==> config.mk <==
export PLATFORM = sky130hd
export DESIGN_NAME = rpwu_ctrl
export DESIGN_NICKNAME = d
export VERILOG_FILES = /design/src/rtl/rpwu_pkg.sv /design/src/rtl/rpwu_ctrl.sv
export SDC_FILE = /design/constraint.sdc
export NUM_CORES = 1
export LEC_CHECK = 0
export ABC_AREA = 1
export ABC_CLOCK_PERIOD_IN_PS = 1300
export BUFFER_PORTS_ARGS = -buffer_cell sky130_fd_sc_hd__clkbuf_2
export CORE_AREA = 5 5 42 44
export DETAILED_ROUTE_END_ITERATION = 10
export DIE_AREA = 0 0 47 49
export SLEW_MARGIN = 15
export SYNTH_ARGS = -nofsm -noshare
export SYNTH_HDL_FRONTEND = slang
export SYNTH_SLANG_ARGS = --single-unit
==> constraint.sdc <==
create_clock -name clock -period 1.3 [get_ports clock]
set_clock_uncertainty 0.1 [all_clocks]
set_input_delay 0.13 -clock clock [delete_from_list [all_inputs] [get_ports clock]]
set_output_delay 0.13 -clock clock [all_outputs]
set_load 0.1 [all_outputs]
==> src/rtl/rpwu_pkg.sv <==
package rpwu_pkg;

   // Field and register widths.
   localparam int IDX_W     = 10;
   localparam int WORD_W    = 32;
   localparam int STEP_W    = 31;
   localparam int ETA_INC_W = 16;
   localparam int ETA_DEC_W = 15;
   localparam int SIGN_W    = 2;
   localparam int CSR_IDX_W = 2;
   localparam int CSR_W     = 31;
   localparam int ETA_FRAC  = 14;
   localparam int PROD_W    = STEP_W + ETA_INC_W;
   localparam int SCALED_W  = PROD_W - ETA_FRAC;

   // Register indexes on the configuration port.
   typedef enum logic [CSR_IDX_W-1:0] {
      CSR_ETA_INC   = 2'd0,
      CSR_ETA_DEC   = 2'd1,
      CSR_DELTA_MAX = 2'd2,
      CSR_DELTA_MIN = 2'd3
   } csr_addr_type;

   // Register reset values.
   localparam logic [ETA_INC_W-1:0] ETA_INC_RST   = 16'd19661;
   localparam logic [ETA_DEC_W-1:0] ETA_DEC_RST   = 15'd8192;
   localparam logic [STEP_W-1:0]    DELTA_MAX_RST = 31'd838860800;
   localparam logic [STEP_W-1:0]    DELTA_MIN_RST = 31'd17;

   // Stored gradient sign codes; the fourth code reads as no sign.
   localparam logic [SIGN_W-1:0] SIGN_NONE = 2'd0;
   localparam logic [SIGN_W-1:0] SIGN_POS  = 2'd1;
   localparam logic [SIGN_W-1:0] SIGN_NEG  = 2'd2;

   // Item actions.
   localparam logic ACT_LOAD   = 1'b0;
   localparam logic ACT_UPDATE = 1'b1;

   // Saturation bounds of a Q8.24 weight.
   localparam logic [WORD_W-1:0] WEIGHT_MAX = 32'h7FFF_FFFF;
   localparam logic [WORD_W-1:0] WEIGHT_MIN = 32'h8000_0000;

   typedef struct packed {
      logic                     action;
      logic [IDX_W-1:0]         weight_index;
      logic signed [WORD_W-1:0] load_value;
      logic signed [WORD_W-1:0] gradient;
   } req_type;

   typedef struct packed {
      logic [IDX_W-1:0]         result_index;
      logic signed [WORD_W-1:0] new_weight;
      logic [STEP_W-1:0]        new_step;
      logic                     saturated;
   } rsp_type;

   // Commands from the controller to the datapath.
   typedef struct packed {
      logic take;
      logic mult;
      logic finish;
   } cmd_type;

   // Status from the datapath to the controller.
   typedef struct packed {
      logic out_free;
   } status_type;

endpackage

==> src/rtl/rpwu_ctrl.sv <==
module rpwu_ctrl (
   input  logic                clock,
   input  logic                reset,
   input  logic                req_valid,
   output logic                req_stall,
   input  rpwu_pkg::status_type status,
   output rpwu_pkg::cmd_type    cmd
);

   import rpwu_pkg::*;

   typedef enum logic [1:0] {
      ST_IDLE,
      ST_READ,
      ST_MUL,
      ST_DONE
   } state_type;

   state_type state_ff;

   // Sequencer: accept, read the entry, scale the step, then write back and
   // hand over the beat once the output register is free.
   always_ff @(posedge clock) begin
      if (reset) begin
         state_ff <= ST_IDLE;
      end else begin
         unique case (state_ff)
            ST_IDLE: begin
               if (req_valid) begin
                  state_ff <= ST_READ;
               end
            end
            ST_READ: state_ff <= ST_MUL;
            ST_MUL:  state_ff <= ST_DONE;
            ST_DONE: begin
               if (status.out_free) begin
                  state_ff <= ST_IDLE;
               end
            end
            default: state_ff <= ST_IDLE;
         endcase
      end
   end

   assign req_stall  = (state_ff != ST_IDLE);
   assign cmd.take   = (state_ff == ST_IDLE) && req_valid;
   assign cmd.mult   = (state_ff == ST_MUL);
   assign cmd.finish = (state_ff == ST_DONE) && status.out_free;

endmodule

==> metrics.md <==
| Metric | Value |
|---|---|
| Status | finished, violations left |
| Violated checks | negative setup slack |
| GRT Total Usage | 0.05056 |
| CP Data Required Time | 1.07 ns |
| Synth top area cells | ha_1 (28%), dfxtp_1 (22%), inv_1 (17%) |
| Worst R2R Setup Slack | 0.10 ns |
| Placer Congestion | 0.6370 |
| I/O Pins | 8 |
| Max capacitance violation total | 0 |
| Worst rel slew slack | 0.9134 |
| Largest Register | state_ff |
| Vias in the first global route | 202 |
| Drt wl/cell | 7.825 µm |
| Crit start category | flop |
| Non-filler instance count after layout | 57 |
| HPWL after detailed placement | 318.9 µm |
| Leading area contributor after synthesis | ha_1 |
| Syn Area/Cell | 6.435 µm² |
| Synth Cell Area | 180.2 µm² |
| Clock Path Buffers | 2 |
| Worst hold path startpoint | reset |
| Share of the synthesized area in the top cell type | 0.2778 |
| Diodes inserted | 0 |
| Starting Density | 0.1286 |
| Die Span X | 47 µm |
| Crit Path Max Fanout | 4 |
| Post-synthesis sequential area ratio | 0.2222 |
| Clk_lat worst skew | 0.22 ns |
| Hold Path Stages | 4 |
| Period utilisation layout | 1.034 |
| Post-placement cell area | 314.1 µm² |
| CP Capture Type | primary output |
| Final instance area | 386.6 µm² |
| Largest regs | state_ff (2) |
| Global-route wire length before repair | 717 µm |
| Worst-margin pin slew | 0.1298 ns |
| Post-synthesis sequential element count | 2 |
| Arrival @ worst endpoint | 1.11 ns |
| Pin count of the biggest net entering global routing | 5 |
| Crit-path cells | inv_2 -> ha_4 -> nand2_4 -> clkinvlp_4 -> buf_12 |
| GR Overflow Total | 0 |
| Worst Reg-to-Reg Cells | 7 |
| Number of port buffers | 7 |
| Final Critical Period | 1.345 ns |
| Final setup viols | 2 |
| Placeable Area | 1401 µm² |
| RSZ-0062 raised after global routing | yes |
| Cells after synthesis | 28 |
| Worst reg2reg endpoint | state_ff[0] |
| Die ar. | 2303 µm² |
| Slowest stage delay, CP | 0.35 ns |
| Sum of negative setup slack | -0.05885 ns |
| Placement Rows | 14 |
| Placed Cells incl. Taps | 51 |
| Antenna-violating nets left | 0 |
| CTS Sinks | 2 |
| Synth warnings | 0 |
| Net count, final | 51 |
| Syn_nets | 36 |
| CTS tree | built |
| DR iter-0 viols | 1 |
| Final WS setup | -0.04457 ns |
| Residual DRC count | 0 |
| CTS Buf Count | 3 |
| Most common cell after layout, fill and taps aside | buf_12 |
| 1st-pass router iterations | 2 |
| Hold Violations, Final | 0 |
| Initial antenna violation count | 0 |
| R2R Path Start | state_ff[1] |
| Setup CP Type | flop to primary output |
| Slowest CP cell | dfxtp_2 |
| Min-delay worst type | input pin to flop |
| Post-synth cell types | 9 |
| Vias per cell | 3.456 |
| H-tree depth | 1 |
| Max Slew Vio Count | 0 |
| Max reg flops | 2 |
| Fmax | 743.7 MHz |
| Vias post-DR | 197 |
| Layout Area Growth over Synthesis | 114.6% |
| Clock transition at path regs | 0.03 ns |
| DRT Wirelength | 446 µm |
| WHS Endpoint | state_ff[0] |
| Die height | 49 µm |
| Layout cells sized above 1 | 0.6341 |
| Clk root buf | clkbuf_4 |
worst max path at each step:
stage | slack [ns] | depth (start not counted) | end | from
after floorplan | -0.05 | 6 | state_ff[0] | state_ff[0]
after global placement | 0.1 | 5 | cmd[2] | state_ff[0]
after detailed placement | 0.08 | 5 | cmd[2] | state_ff[0]
after CTS | -0.04 | 5 | cmd[2] | state_ff[1]
after global routing | -0.1 | 5 | cmd[2] | state_ff[1]
final | -0.04 | 5 | cmd[2] | state_ff[1]
final cells by class:
type	instances	area (µm²)
fillers	156	1015
multi-input cells	17	133.9
clock buffers	3	22.52
repair buffers	10	117.6
well taps	16	20.02
flip-flops and latches	2	45.04
inverters	9	47.55
critical path: cells and delay by family (launching register included):
kind / cells / cell delay, ns
adders and majority gates: 1 / 0.17
buffers and inverters: 3 / 0.31
DFF: 1 / 0.35
and+or+nand+nor: 1 / 0.06
kinds of logic after synthesis:
group | after synthesis | share of synthesized area
fa+ha+maj | 4 | 0.2778
simple gates | 11 | 0.2570
compound gates | 2 | 0.05556
buf+inv | 9 | 0.1875
flops | 2 | 0.2222
stage by stage:
step	setup slack, ns	utilization	hold WS [ns]
floorplan	-0.05347	-	0.1855
global placement	0.09690	0.2241	0.2829
detailed placement	0.08222	0.2241	0.2872
CTS	-0.04447	0.2652	0.04580
global route	-0.09806	0.2759	0.05361
finish	-0.04457	0.2759	0.04651
layer usage:
metal	track usage	wire, µm	vias to the layer above
met4	0.08295	14	0
met5	0	0	-
met3	0.02583	38	2
met2	0.07014	245	8
li1	-	-	106
met1	0.03486	147	81
Yosys cell counts:
master / n
a21oi_1: 2
clkinv_1: 1
dfxtp_1: 2
ha_1: 4
inv_1: 8
nand2_1: 5
nand2_2: 1
nand3_1: 2
nor2_1: 3
repair_timing:
item                                    CTS  global route
buffers inserted                          2             1
resized for setup                         7             3
pin swaps                                 1             1
hold buffers                              0             0
endpoints found under the setup margin    3             4
hold endpoints to repair                  0             0
Power is not shown: default switching activity piles up to over one toggle a cycle in this logic, so the estimate is an artifact.
